`src/dq_pkg.sv`:
```
package dq_pkg;

  // command codes carried in the command field
  typedef enum logic [2:0] {
    CMD_PUSH_FRONT = 3'd0,
    CMD_PUSH_BACK  = 3'd1,
    CMD_POP_FRONT  = 3'd2,
    CMD_SEARCH     = 3'd3,
    CMD_CLEAR      = 3'd4
  } dq_cmd_t;

  // sequencer states
  typedef enum logic [2:0] {
    ST_IDLE,
    ST_EXEC,
    ST_SRCH,
    ST_RD,
    ST_DONE
  } dq_state_t;

  // input word
  typedef struct packed {
    logic [2:0]  command;
    logic [31:0] data_value;
  } dq_in_t;

  // result word
  typedef struct packed {
    logic [31:0] front_value;
    logic        not_empty;
    logic        found;
    logic [4:0]  item_count;
    logic        error;
  } dq_out_t;

  // controls for the compare unit
  typedef struct packed {
    logic load;
    logic check;
  } dq_mctl_t;

endpackage

```
`src/dq_ram.sv`:
```
module dq_ram import dq_pkg::*; #(
  parameter int DEPTH     = 16,
  parameter int WORD_BITS = 32
) (
  input  logic                     clk,
  input  logic                     wr_en,
  input  logic [$clog2(DEPTH)-1:0] wr_addr,
  input  logic [WORD_BITS-1:0]     wr_data,
  input  logic [$clog2(DEPTH)-1:0] rd_addr,
  output logic [WORD_BITS-1:0]     rd_data
);

  logic [WORD_BITS-1:0] mem_r [DEPTH];

  // write port
  always_ff @(posedge clk) begin
    if (wr_en) begin
      mem_r[wr_addr] <= wr_data;
    end
  end

  // registered read port
  always_ff @(posedge clk) begin
    rd_data <= mem_r[rd_addr];
  end

endmodule

```
`src/dq_match.sv`:
```
module dq_match import dq_pkg::*; #(
  parameter int WORD_BITS = 32
) (
  input  logic                 clk,
  input  logic                 rst_n,
  input  dq_mctl_t             ctl,
  input  logic [WORD_BITS-1:0] key,
  input  logic [WORD_BITS-1:0] rd_data,
  output logic                 found
);

  logic [WORD_BITS-1:0] key_r;
  logic                 found_r;
  logic                 found_nxt;

  // shared equality compare, sticky hit
  always_comb begin
    found_nxt = found_r;
    if (ctl.load) begin
      found_nxt = 1'b0;
    end else if (ctl.check && (rd_data == key_r)) begin
      found_nxt = 1'b1;
    end
  end

  always_ff @(posedge clk) begin
    if (!rst_n) begin
      found_r <= 1'b0;
    end else begin
      found_r <= found_nxt;
    end
  end

  // search key
  always_ff @(posedge clk) begin
    if (ctl.load) begin
      key_r <= key;
    end
  end

  assign found = found_r;

endmodule

```
`src/double_ended_queue.sv`:
```
// push, pop, clear and unused commands: EXEC, RD, DONE, then the registered result strobe
// search: EXEC, SRCH until a hit or all words are read, RD, DONE; one stored word compared per cycle
// through the single read port of the word memory and the shared compare unit
// busy drops in the result cycle; next word taken at its closing edge, none while busy
// reset (rst_n low, synchronous) empties the queue; the word memory is not cleared
// results are shown for one cycle on out_valid and cannot be stalled
module double_ended_queue import dq_pkg::*; #(
  parameter int DEPTH     = 16,
  parameter int WORD_BITS = 32
) (
  input  logic    clk,
  input  logic    rst_n,
  input  logic    start,
  output logic    busy,
  input  dq_in_t  in_data,
  output logic    out_valid,
  output dq_out_t out_data
);

  localparam int AW = $clog2(DEPTH);
  localparam int CW = $clog2(DEPTH + 1);
  localparam int SW = CW + 1;
  localparam logic [SW-1:0] DEPTH_S = SW'(DEPTH);
  localparam logic [CW-1:0] DEPTH_C = CW'(DEPTH);
  localparam logic [AW-1:0] LAST_SLOT = AW'(DEPTH - 1);

  dq_state_t            state_r, state_nxt;
  logic [2:0]           cmd_r, cmd_nxt;
  logic [WORD_BITS-1:0] word_r, word_nxt;
  logic [AW-1:0]        head_r, head_nxt;
  logic [CW-1:0]        occ_r, occ_nxt;
  logic [CW-1:0]        issue_r, issue_nxt;
  logic                 chk_r, chk_nxt;
  logic                 err_r, err_nxt;
  logic                 out_valid_r, out_valid_nxt;
  dq_out_t              out_r, out_nxt;

  logic                 wr_en;
  logic [AW-1:0]        wr_addr;
  logic [AW-1:0]        rd_addr;
  logic [WORD_BITS-1:0] rd_data;
  logic [63:0]          rd_wide;
  dq_mctl_t             mctl;
  logic                 match_found;
  logic                 full;
  logic                 empty;
  logic [AW-1:0]        head_dec;
  logic [AW-1:0]        back_slot;
  logic [AW-1:0]        srch_slot;
  logic [AW-1:0]        head_inc;

  // ring index add, base below the depth, offset up to the depth
  function automatic logic [AW-1:0] wrap_add(input logic [AW-1:0] base,
                                             input logic [CW-1:0] off);
    logic [SW-1:0] sum;
    sum = SW'(base) + SW'(off);
    if (sum >= DEPTH_S) begin
      sum = sum - DEPTH_S;
    end
    return sum[AW-1:0];
  endfunction

  assign full      = (occ_r == DEPTH_C);
  assign empty     = (occ_r == '0);
  assign head_dec  = (head_r == '0) ? LAST_SLOT : head_r - AW'(1);
  assign head_inc  = wrap_add(head_r, CW'(1));
  assign back_slot = wrap_add(head_r, occ_r);
  assign srch_slot = wrap_add(head_r, issue_r);
  assign rd_wide   = 64'(rd_data);

  dq_ram #(
    .DEPTH     (DEPTH),
    .WORD_BITS (WORD_BITS)
  ) u_ram (
    .clk     (clk),
    .wr_en   (wr_en),
    .wr_addr (wr_addr),
    .wr_data (word_r),
    .rd_addr (rd_addr),
    .rd_data (rd_data)
  );

  dq_match #(
    .WORD_BITS (WORD_BITS)
  ) u_match (
    .clk     (clk),
    .rst_n   (rst_n),
    .ctl     (mctl),
    .key     (word_r),
    .rd_data (rd_data),
    .found   (match_found)
  );

  // sequencer
  always_comb begin
    state_nxt     = state_r;
    cmd_nxt       = cmd_r;
    word_nxt      = word_r;
    head_nxt      = head_r;
    occ_nxt       = occ_r;
    issue_nxt     = issue_r;
    chk_nxt       = chk_r;
    err_nxt       = err_r;
    out_valid_nxt = 1'b0;
    out_nxt       = out_r;
    wr_en         = 1'b0;
    wr_addr       = head_r;
    rd_addr       = head_r;
    mctl          = '0;
    case (state_r)
      ST_IDLE: begin
        if (start) begin
          cmd_nxt   = in_data.command;
          word_nxt  = WORD_BITS'(in_data.data_value);
          err_nxt   = 1'b0;
          state_nxt = ST_EXEC;
        end
      end
      ST_EXEC: begin
        mctl.load = 1'b1;
        state_nxt = ST_RD;
        case (cmd_r)
          CMD_PUSH_FRONT: begin
            if (full) begin
              err_nxt = 1'b1;
            end else begin
              head_nxt = head_dec;
              wr_en    = 1'b1;
              wr_addr  = head_dec;
              occ_nxt  = occ_r + CW'(1);
            end
          end
          CMD_PUSH_BACK: begin
            if (full) begin
              err_nxt = 1'b1;
            end else begin
              wr_en   = 1'b1;
              wr_addr = back_slot;
              occ_nxt = occ_r + CW'(1);
            end
          end
          CMD_POP_FRONT: begin
            if (empty) begin
              err_nxt = 1'b1;
            end else begin
              head_nxt = head_inc;
              occ_nxt  = occ_r - CW'(1);
            end
          end
          CMD_SEARCH: begin
            issue_nxt = '0;
            chk_nxt   = 1'b0;
            state_nxt = ST_SRCH;
          end
          CMD_CLEAR: begin
            head_nxt = '0;
            occ_nxt  = '0;
          end
          default: begin
          end
        endcase
      end
      ST_SRCH: begin
        // one read issued and one word compared per cycle, until a hit or every stored word is read
        rd_addr    = srch_slot;
        mctl.check = chk_r;
        if ((issue_r != occ_r) && !match_found) begin
          issue_nxt = issue_r + CW'(1);
          chk_nxt   = 1'b1;
        end else begin
          chk_nxt = 1'b0;
        end
        if (match_found || ((issue_r == occ_r) && !chk_r)) begin
          state_nxt = ST_RD;
        end
      end
      ST_RD: begin
        rd_addr   = head_r;
        state_nxt = ST_DONE;
      end
      ST_DONE: begin
        out_nxt.front_value = empty ? 32'd0 : rd_wide[31:0];
        out_nxt.not_empty   = !empty;
        out_nxt.found       = match_found;
        out_nxt.item_count  = 5'(occ_r);
        out_nxt.error       = err_r;
        out_valid_nxt       = 1'b1;
        state_nxt           = ST_IDLE;
      end
      default: begin
        state_nxt = ST_IDLE;
      end
    endcase
  end

  // control state
  always_ff @(posedge clk) begin
    if (!rst_n) begin
      state_r     <= ST_IDLE;
      head_r      <= '0;
      occ_r       <= '0;
      issue_r     <= '0;
      chk_r       <= 1'b0;
      err_r       <= 1'b0;
      out_valid_r <= 1'b0;
    end else begin
      state_r     <= state_nxt;
      head_r      <= head_nxt;
      occ_r       <= occ_nxt;
      issue_r     <= issue_nxt;
      chk_r       <= chk_nxt;
      err_r       <= err_nxt;
      out_valid_r <= out_valid_nxt;
    end
  end

  // payload
  always_ff @(posedge clk) begin
    cmd_r  <= cmd_nxt;
    word_r <= word_nxt;
    out_r  <= out_nxt;
  end

  assign busy      = (state_r != ST_IDLE);
  assign out_valid = out_valid_r;
  assign out_data  = out_r;

endmodule

```
`config.mk`:
```
export PLATFORM = sky130hd
export DESIGN_NAME = double_ended_queue
export DESIGN_NICKNAME = d
export VERILOG_FILES = /design/src/dq_pkg.sv /design/src/dq_ram.sv /design/src/dq_match.sv /design/src/double_ended_queue.sv
export SDC_FILE = /design/constraint.sdc
export NUM_CORES = 1
export LEC_CHECK = 0
export ABC_CLOCK_PERIOD_IN_PS = 6200
export BUFFER_PORTS_ARGS = -buffer_cell sky130_fd_sc_hd__buf_2
export CORE_MARGIN = 10
export CORE_UTILIZATION = 38
export DETAILED_ROUTE_END_ITERATION = 8
export MAX_ROUTING_LAYER = met4
export PLACE_DENSITY = 0.6
export SYNTH_ARGS = -nofsm -noshare
export SYNTH_HDL_FRONTEND = slang
export SYNTH_SLANG_ARGS = --single-unit
```
`constraint.sdc`:
```
create_clock -name clk -period 6.2 [get_ports clk]
set_input_delay 1.86 -clock clk [delete_from_list [all_inputs] [get_ports clk]]
set_output_delay 1.86 -clock clk [all_outputs]
set_load 0.03 [all_outputs]
```
* Word level (Yosys, flattened, before mapping) *
Memory sizes are Yosys's and may differ from the RTL's. A register that Yosys moved wholly into a read port is not among the register bits.
Cells that the tools add are included.

operators by class
  add/subtract/negate cells = 10
  $lt $le $gt $ge = 3
  equal/unequal tests = 21
  muxes and demuxes = 37
  bitwise gates (word level) = 1
  reduce and logical (&&, ||, !) cells = 25

operators with widths
  cell                                                 count
  two-way mux 4 bit                                    9
  equality test 32 bit                                 1
  two-way mux 5 bit                                    4
  subtractor 4 x 1 -> 4 bit, second input constant     4
  one-hot mux 5 bit (3 select lines)                   1
  two-way mux 1 bit                                    14
  adder 4 x 5 -> 6 bit                                 2
  equality test 3 x 2 -> 1 bit, second input constant  4
  >= comparator 6 x 5 -> 1 bit, second input constant  2
  one-hot mux 3 bit (4 select lines)                   1
  one-hot mux 4 bit (3 select lines)                   1
  adder 5 x 1 -> 5 bit, second input constant          2
  != test 2 bit, second input constant                 5
  one-hot mux 5 bit (2 select lines)                   1
  nonzero test 3 bit                                   3
  one-hot mux 4 bit (2 select lines)                   1
  equality test 3 x 1 -> 1 bit, second input constant  2
  equality test 3 bit, second input constant           2
  logical NOT 3 bit                                    2
  two-way mux 3 bit                                    2
  != test 3 bit, second input constant                 2
  one-hot mux 1 bit (2 select lines)                   3
  AND reduction 2 bit                                  3
  AND reduction 3 bit                                  2
  18 further kinds                                     24

storage, ports and cells
  bits in registers = 128
  bits in writable memories = 512
  input port bits = 38
  output and inout bits = 42
  word-level logic and storage cells = 114
  memories = 1

memory list
  name         words  width  rd ports  clocked after memory_dff  wr ports  line          text
  u_ram.mem_r  16     32     1         1                         1         dq_ram.sv:13  logic [WORD_BITS-1:0] mem_r [DEPTH];

* Depth between registers and ports, before layout *
Gate-level depths: netlist of run 1.

  depth in word-level cells = 6
  depth in mapped cells = 10
  depth with buffers taken out = 9

* Hierarchy *
From an unflattened synthesis of run 1, not the netlist that was laid out.

unflattened totals
  cell total of the unflattened synthesis = 1,251
  area, all modules = 25,428.1 sq um

by module, submodules not included
  module              times used  cells an instance  area an instance (sq um)  sequential area each (sq um)
  dq_ram              1           838                19,835.3                  16,015.4
  double_ended_queue  1           332                4,231.6                   2,652.5
  dq_match            1           81                 1,361.3                   980.9

* Worst setup path after synthesis of run 1 *
No wires, ideal clock.

  kind = reg-to-reg
  from = register head_r[1]
  to = memory u_ram.mem_r[6][0], enable pin
  library setup time = 0.501 ns
  arrival = 4.989 ns
  data required time = 5.699 ns
  setup slack = 0.709 ns
  cell stages (with the launch flop) = 8
  path buffers = 0
  period minus slack after synthesis = 5.491 ns
  cells stage by stage = dfxtp_1 > ha_1 > a21o_1 > a21oi_1 > mux2i_1 > nor4b_1 > a221o_1 > nor4_1

between the ends
  word-level cells in the longest chain between the ends = 6
  elaborated cells on any way between the ends = 11
  those cells by class = 3 x add/sub; 1 x order compare; 6 x mux; 1 x reduce/logical

ends and longest elaborated chain
  element                                                                           line                                                text
  start: declaration                                                                double_ended_queue.sv:30                            logic [AW-1:0] head_r, head_nxt;
  start signal: assignment                                                          double_ended_queue.sv:208                           head_r <= head_nxt;
  adder 4 x 5 -> 6 bit                                                              double_ended_queue.sv:56                            sum = SW'(base) + SW'(off);
  >= comparator 6 x 5 -> 1 bit / subtractor 4 x 1 -> 4 bit (equally long branches)  double_ended_queue.sv:57, double_ended_queue.sv:58
  two-way mux 4 bit                                                                 double_ended_queue.sv:57                            if (sum >= DEPTH_S) begin
  two-way mux 4 bit                                                                 double_ended_queue.sv:134                           if (full) begin
  one-hot mux 4 bit (2 select lines)                                                double_ended_queue.sv:122                           case (cmd_r)
  two-way mux 4 bit *                                                               double_ended_queue.sv:110                           case (state_r)
  end: declaration                                                                  dq_ram.sv:13

Every way passes the cells marked *; elsewhere a longest branch is shown, timed or not.

* Final worst setup path of run 1 *
  from = register state_r[1]
  to = register u_ram.rd_data[23] (read register of u_ram.mem_r)

between the ends
  word-level cells in the longest chain between the ends = 2

ends and longest elaborated chain
  element                       line                       text
  start: declaration            double_ended_queue.sv:27   dq_state_t state_r, state_nxt;
  start signal: assignment      double_ended_queue.sv:207  state_r <= state_nxt;
  equality test 3 x 2 -> 1 bit  double_ended_queue.sv:110
  two-way mux 4 bit             double_ended_queue.sv:110
  end: declaration              dq_ram.sv:10               output logic [WORD_BITS-1:0] rd_data

No other way between the ends.
A chain may end at the register's enable or synchronous reset.

==> results.toml, run 1 <==
[cts]
cts-hold-fix-buffers = 0
cts_setup_buffers = 0
clock-sinks = 672
cts.clk_slew.worst_paths_ns = 0.06
clockBufferDepth = 3
htreeDepth = 3
cts.repair.resized = 0
clk-insertion-delay-late_ns = 0.60
cts_buffers = 70
cts-root-buf = "clkbuf_16"
cts_tree = "done"

[global_route]
grt_pass1_vias = 14130
grt_max_degree = 105
antenna_found_initial = 0
grt_first_pass_wirelength_um = 91400
grt_overflow = 0
grt_use_total = 0.154

[finish]
syn2layout_area_growth_pct = 15.1
finalInstanceArea_um2 = 30400
post-route-util = 0.442
drive_gt1_frac = 0.161
final.fill_count = 6081
layout_commonest_cell = "edfxtp_1"
antenna_cells = 0
most-common-layout-cells = "edfxtp_1 (619), nand2_1 (149), mux2i_1 (137), o211ai_1 (128), mux2_1 (95)"
finalNetCount = 1758

[timing]
setup_viol = 0
clock.fmax_mhz = 279
drv_slew = 0
period_share = 0.577
finClkSkew_ns = 0.0166
min_period_ns = 3.58
hold_viol = 0
worst_pin_slew_ns = 1.03
slew_headroom = 0.304
fin_ws_ns = 2.62
rsz0062_at_grt = "no"
tns_ns = 0

[logic_synthesis]
async_reset_ff_frac = 0
avgSynthCellArea_um2 = 16.5
ys.flop_type = "edfxtp_1"
syn_inst = 1599
syn_area_um2 = 26400
ys_ff_latch = 672
ys_warn_count = 0
ys_types = 61
synth_nets = 1652
ys_seq_area_frac = 0.744
synth_edf_count = 619

[die]
core_area_um2 = 68700
initial_utilization = 0.384
fp-row-count = 96
ioPinCount = 80
die_y_um = 284
die_area_um2 = 80400
die_x_um = 284

[worst_setup_path]
cp-end-kind = "flip-flop"
critPathMaxFanout = 43
arrival_ns = 4.05
startpoint_type = "flip-flop"
cp.required_ns = 6.67
crit_type = "reg2reg"

[routing]
routedWlPerCell_um = 22.7
drc = 0
drt_iter0_markers = 1135
wl_um = 61000
vias_per_cell = 5.14
antenna_left = 0
drtPass1Iterations = 5
vias = 13833

[pwr]
power.leakage_nw = 10.5
p_per_area_nw_per_um2 = 337
irDropWorstVdd_uv = 222

[run]
max_cap_viol_count = 0

[placement]
post-place-ws_ns = 2.57
hpwl_um = 33600
place_area_um2 = 28100
place_congestion = 0.804
io_buffers = 79

[min_path]
hold_path.class = "reg2reg"

[status]
outcome = "complete, no violations"
[path summary, 6_finish.rpt]
path                                 from                        end  slack, ns  depth (start not counted)
hold / removal         err_r$_SDFFE_PN0P_      out_data[0]$_DFFE_PP_       0.44                          0
setup reg to reg  state_r[1]$_SDFFE_PN0P_  u_ram.rd_data[23]$_DFF_P_       2.62                          7
setup / recovery  state_r[1]$_SDFFE_PN0P_  u_ram.rd_data[23]$_DFF_P_       2.62                          7
hold reg to reg        err_r$_SDFFE_PN0P_      out_data[0]$_DFFE_PP_       0.44                          0
[synth_stat cells, drive strengths merged (5+ instances only)]
master,n,share of area
nor3,23,0.0047
edfxtp,619,0.70
nand3,8,0.0015
xnor2,18,0.0060
clkbuf,42,0.0060
xor2,23,0.0076
o21ai,12,0.0023
dfxtp,53,0.040
mux2,130,0.055
mux2i,143,0.054
nor2b,34,0.0081
nor4,7,0.0019
buf,38,0.0072
nand2b,5,0.0012
nor2,32,0.0047
a21oi,18,0.0034
nand2,150,0.021
nand4,38,0.0090
o211ai,128,0.036
ha,12,0.0057
inv,14,0.0020
[flip-flops by register name, indices dropped and copies added (netlist names)]
name / cells
u_ram.mem_r: 512
out_data: 40
u_match.key_r: 32
u_ram.rd_data: 32
word_r: 32
issue_r: 5
occ_r: 5
head_r: 4
cmd_r: 3
state_r: 3
chk_r: 1
err_r: 1
out_valid: 1
u_match.found: 1
[layout make-up]
cell class	count	area (um^2)	share of cell area
clock buffers	103	2030	0.0667
flip-flops and latches	672	19600	0.647
inverters	15	61.3	0.00202
clock inverters	23	280	0.00922
well taps	931	1160	0.0383
multi-input cells	832	6520	0.215
repair buffers	114	683	0.0225
[routing by layer]
layer	global-route usage	vias up	routed length, um
met5	-	-	0
met3	0.0291	86	2840
met4	0.0412	0	1300
li1	-	6407	-
met1	0.208	6977	28400
met2	0.236	363	28500
[logic make-up after synthesis]
group                      synth area share
AOI/OAI and AO/OA                    0.0491
adders and majority gates           0.00796
buffers and inverters                0.0155
muxes                                 0.110
DFF                                   0.744
xor gates and xnor gates             0.0136
and+or+nand+nor                      0.0600
[worst max-delay path, stage by stage (launching register included)]
cell and delay (ns):
dfxtp_1 0.46, nor3b_2 0.51, mux2i_4 0.58, buf_4 0.53
buf_4 0.63, mux2_1 0.38, o211ai_1 0.18, nand4_1 0.12
[stage by stage]
stage | hold slack, ns | power [mW] | cells
4_1_cts | 0.438 | 10.3 | 2690
6_report | 0.437 | 10.2 | 2690
5_1_grt | 0.444 | 10.6 | 2690
2_1_floorplan | 0.406 | 5.81 | 1599
3_5_place_dp | 0.424 | 6.13 | 2564
3_3_place_gp | 0.428 | 6.12 | 2564
[power by group]
group	internal [mW]	switching (mW)	total, mW
logic	0.260	0.477	0.737
registers	5.12	0.169	5.29
clock network	2.52	1.68	4.20
total	7.90	2.33	10.2
(Power assumes the default switching activity.)
==> inputs of run 2 (changes only) <==
--- a/config.mk
+++ b/config.mk
@@ -5,13 +5,13 @@
 export SDC_FILE = /design/constraint.sdc
 export NUM_CORES = 1
 export LEC_CHECK = 0
-export ABC_CLOCK_PERIOD_IN_PS = 6200
+export ABC_CLOCK_PERIOD_IN_PS = 3100
 export BUFFER_PORTS_ARGS = -buffer_cell sky130_fd_sc_hd__buf_2
 export CORE_MARGIN = 10
 export CORE_UTILIZATION = 38
 export DETAILED_ROUTE_END_ITERATION = 8
 export MAX_ROUTING_LAYER = met4
-export PLACE_DENSITY = 0.6
+export PLACE_DENSITY = 0.62
 export SYNTH_ARGS = -nofsm -noshare
 export SYNTH_HDL_FRONTEND = slang
 export SYNTH_SLANG_ARGS = --single-unit
==> constraint.sdc (replaced) <==
create_clock -name clk -period 3.1 [get_ports clk]
set_input_delay 0.93 -clock clk [delete_from_list [all_inputs] [get_ports clk]]
set_output_delay 0.93 -clock clk [all_outputs]
set_load 0.03 [all_outputs]
==> run 2 against run 1 <==
Against the previous run:
- routed wire length up 1.4%
- non-clock buffer count grew 36
- sequential power rose by 100%
- first-iteration DRC count increased by 6.3%
- clock skew is 0.010 ns higher
- clock-buffer cell count shrank 6
- combinational power is 130% higher
- global-route usage up 0.23 points
- highest routed layer unchanged
==> results.toml, run 2 (same netlist as run 1, synthesis figures left out) <==
[die]
die_area_um2 = 80400
core_area_um2 = 68700
die_y_um = 284
fp-row-count = 96
initial_utilization = 0.384
die_x_um = 284
ioPinCount = 80

[cts]
cts.repair.resized = 0
clk-insertion-delay-late_ns = 0.62
htreeDepth = 3
clockBufferDepth = 3
cts-hold-fix-buffers = 0
clock-sinks = 672
cts_tree = "done"
cts-root-buf = "clkbuf_16"
cts_buffers = 71
cts.clk_slew.worst_paths_ns = 0.06
cts_setup_buffers = 0

[finish]
drive_gt1_frac = 0.186
syn2layout_area_growth_pct = 18.3
largest_reg_flops = 512
most-common-layout-cells = "edfxtp_1 (619), nand2_1 (147), mux2i_1 (135), o211ai_1 (128), mux2_1 (95)"
finalNetCount = 1795
post-route-util = 0.455
top_register = "u_ram.mem_r"
final.fill_count = 6020
layout_commonest_cell = "edfxtp_1"

[pwr]
power.leakage_nw = 10.9
p_sw_mw = 4.86
p_int_mw = 15.7
p_seq_frac = 0.514
p_per_area_nw_per_um2 = 659
swShare = 0.236
p_comb_frac = 0.082
clockPowerShare = 0.404
irDropWorstVdd_uv = 384

[worst_setup_path]
r2r-end = "u_ram.mem_r[14][23]$_DFFE_PP_"
cp-end-kind = "flip-flop"
startpoint_type = "flip-flop"
arrival_ns = 3.20
endpoint = "u_ram.mem_r[14][23]$_DFFE_PP_"
crit_type = "reg2reg"
ff2ff_path_depth = 7
cp.required_ns = 3.39
reg2reg_slack_ns = 0.19
r2r_start = "occ_r[0]$_SDFFE_PN0P_"
critPathMaxFanout = 12
critPathLaunch = "occ_r[0]$_SDFFE_PN0P_"

[timing]
holdWs_ns = 0.440
drv_slew = 0
finClkSkew_ns = 0.0268
rsz0062_at_grt = "no"
period_share = 0.938
tns_ns = 0
hold_viol = 0
clock.fmax_mhz = 344
min_period_ns = 2.91
slew_headroom = 0.508
worst_pin_slew_ns = 0.738
setup_viol = 0

[routing]
vias_per_cell = 5.19
routedWlPerCell_um = 22.7
wl_um = 61900
antenna_left = 0
vias = 14176
drtPass1Iterations = 5
drc = 0
drt_iter0_markers = 1207

[global_route]
grt_first_pass_wirelength_um = 92700
antenna_found_initial = 5
grt_pass1_vias = 14421
grt_use_total = 0.156
grt_max_degree = 87
grt_overflow = 0

[min_path]
hold_path.class = "reg2reg"

[placement]
io_buffers = 79
place_congestion = 0.834
hpwl_um = 37700

[status]
outcome = "complete, no violations"

[run]
max_cap_viol_count = 0
[run 2: routing by layer]
metal	track usage	part of all wire	vias to the layer above
met1	0.207	0.45	7226
li1	-	-	6500
met5	-	0	-
met4	0.0436	0.022	0
met2	0.243	0.47	354
met3	0.0311	0.055	96
[run 2: power by group through the flow]
stage	combinational, mW	sequential (mW)	clock (mW)
after floorplan	1.04	10.6	0
after global placement	1.70	10.8	0
after detailed placement	1.71	10.8	0
after CTS	1.72	10.6	8.52
after global routing	1.83	10.6	8.88
final	1.69	10.6	8.32
[run 2: metrics by stage]
| stage | std cells | area, um^2 | setup slack [ns] | power (mW) |
|---|---|---|---|---|
| floorplan | 1599 | 26600 | -0.406 | 11.7 |
| global placement | 2600 | 28900 | 0.245 | 12.5 |
| detailed placement | 2600 | 28900 | 0.220 | 12.5 |
| CTS | 2730 | 31200 | 0.180 | 20.8 |
| global route | 2732 | 31200 | 0.0155 | 21.3 |
| finish | 2732 | 31200 | 0.191 | 20.6 |
[run 2: worst min path at each step]
stage | start | endpoint | slack [ns] | cells past startpoint
detailed placement | err_r$_SDFFE_PN0P_ | out_data[0]$_DFFE_PP_ | 0.43 | 0
global route | err_r$_SDFFE_PN0P_ | out_data[0]$_DFFE_PP_ | 0.45 | 0
global placement | err_r$_SDFFE_PN0P_ | out_data[0]$_DFFE_PP_ | 0.42 | 0
finish | err_r$_SDFFE_PN0P_ | out_data[0]$_DFFE_PP_ | 0.44 | 0
CTS | err_r$_SDFFE_PN0P_ | out_data[0]$_DFFE_PP_ | 0.44 | 0
floorplan | occ_r[4]$_SDFFE_PN0P_ | out_data[5]$_DFFE_PP_ | 0.41 | 0
[run 2: area by class of cell]
cell class / count / area (um^2) / share of cell area
antenna: 2 / 5.00 / 0.000160
clock buffer: 97 / 1960 / 0.0626
clock inverter: 33 / 343 / 0.0110
inverter: 15 / 68.8 / 0.00220
multi-input combinational: 832 / 6670 / 0.213
sequential: 672 / 19700 / 0.629
tap: 931 / 1160 / 0.0373
timing repair buffer: 150 / 1380 / 0.0442
[run 2: critical path: stages, from the launching register on]
cell	delay, ns
dfxtp_2	0.37
nor4_2	0.39
and2_1	0.30
o22ai_1	0.15
or2_0	0.26
o311a_1	0.45
nor4b_4	0.35
buf_4	0.30
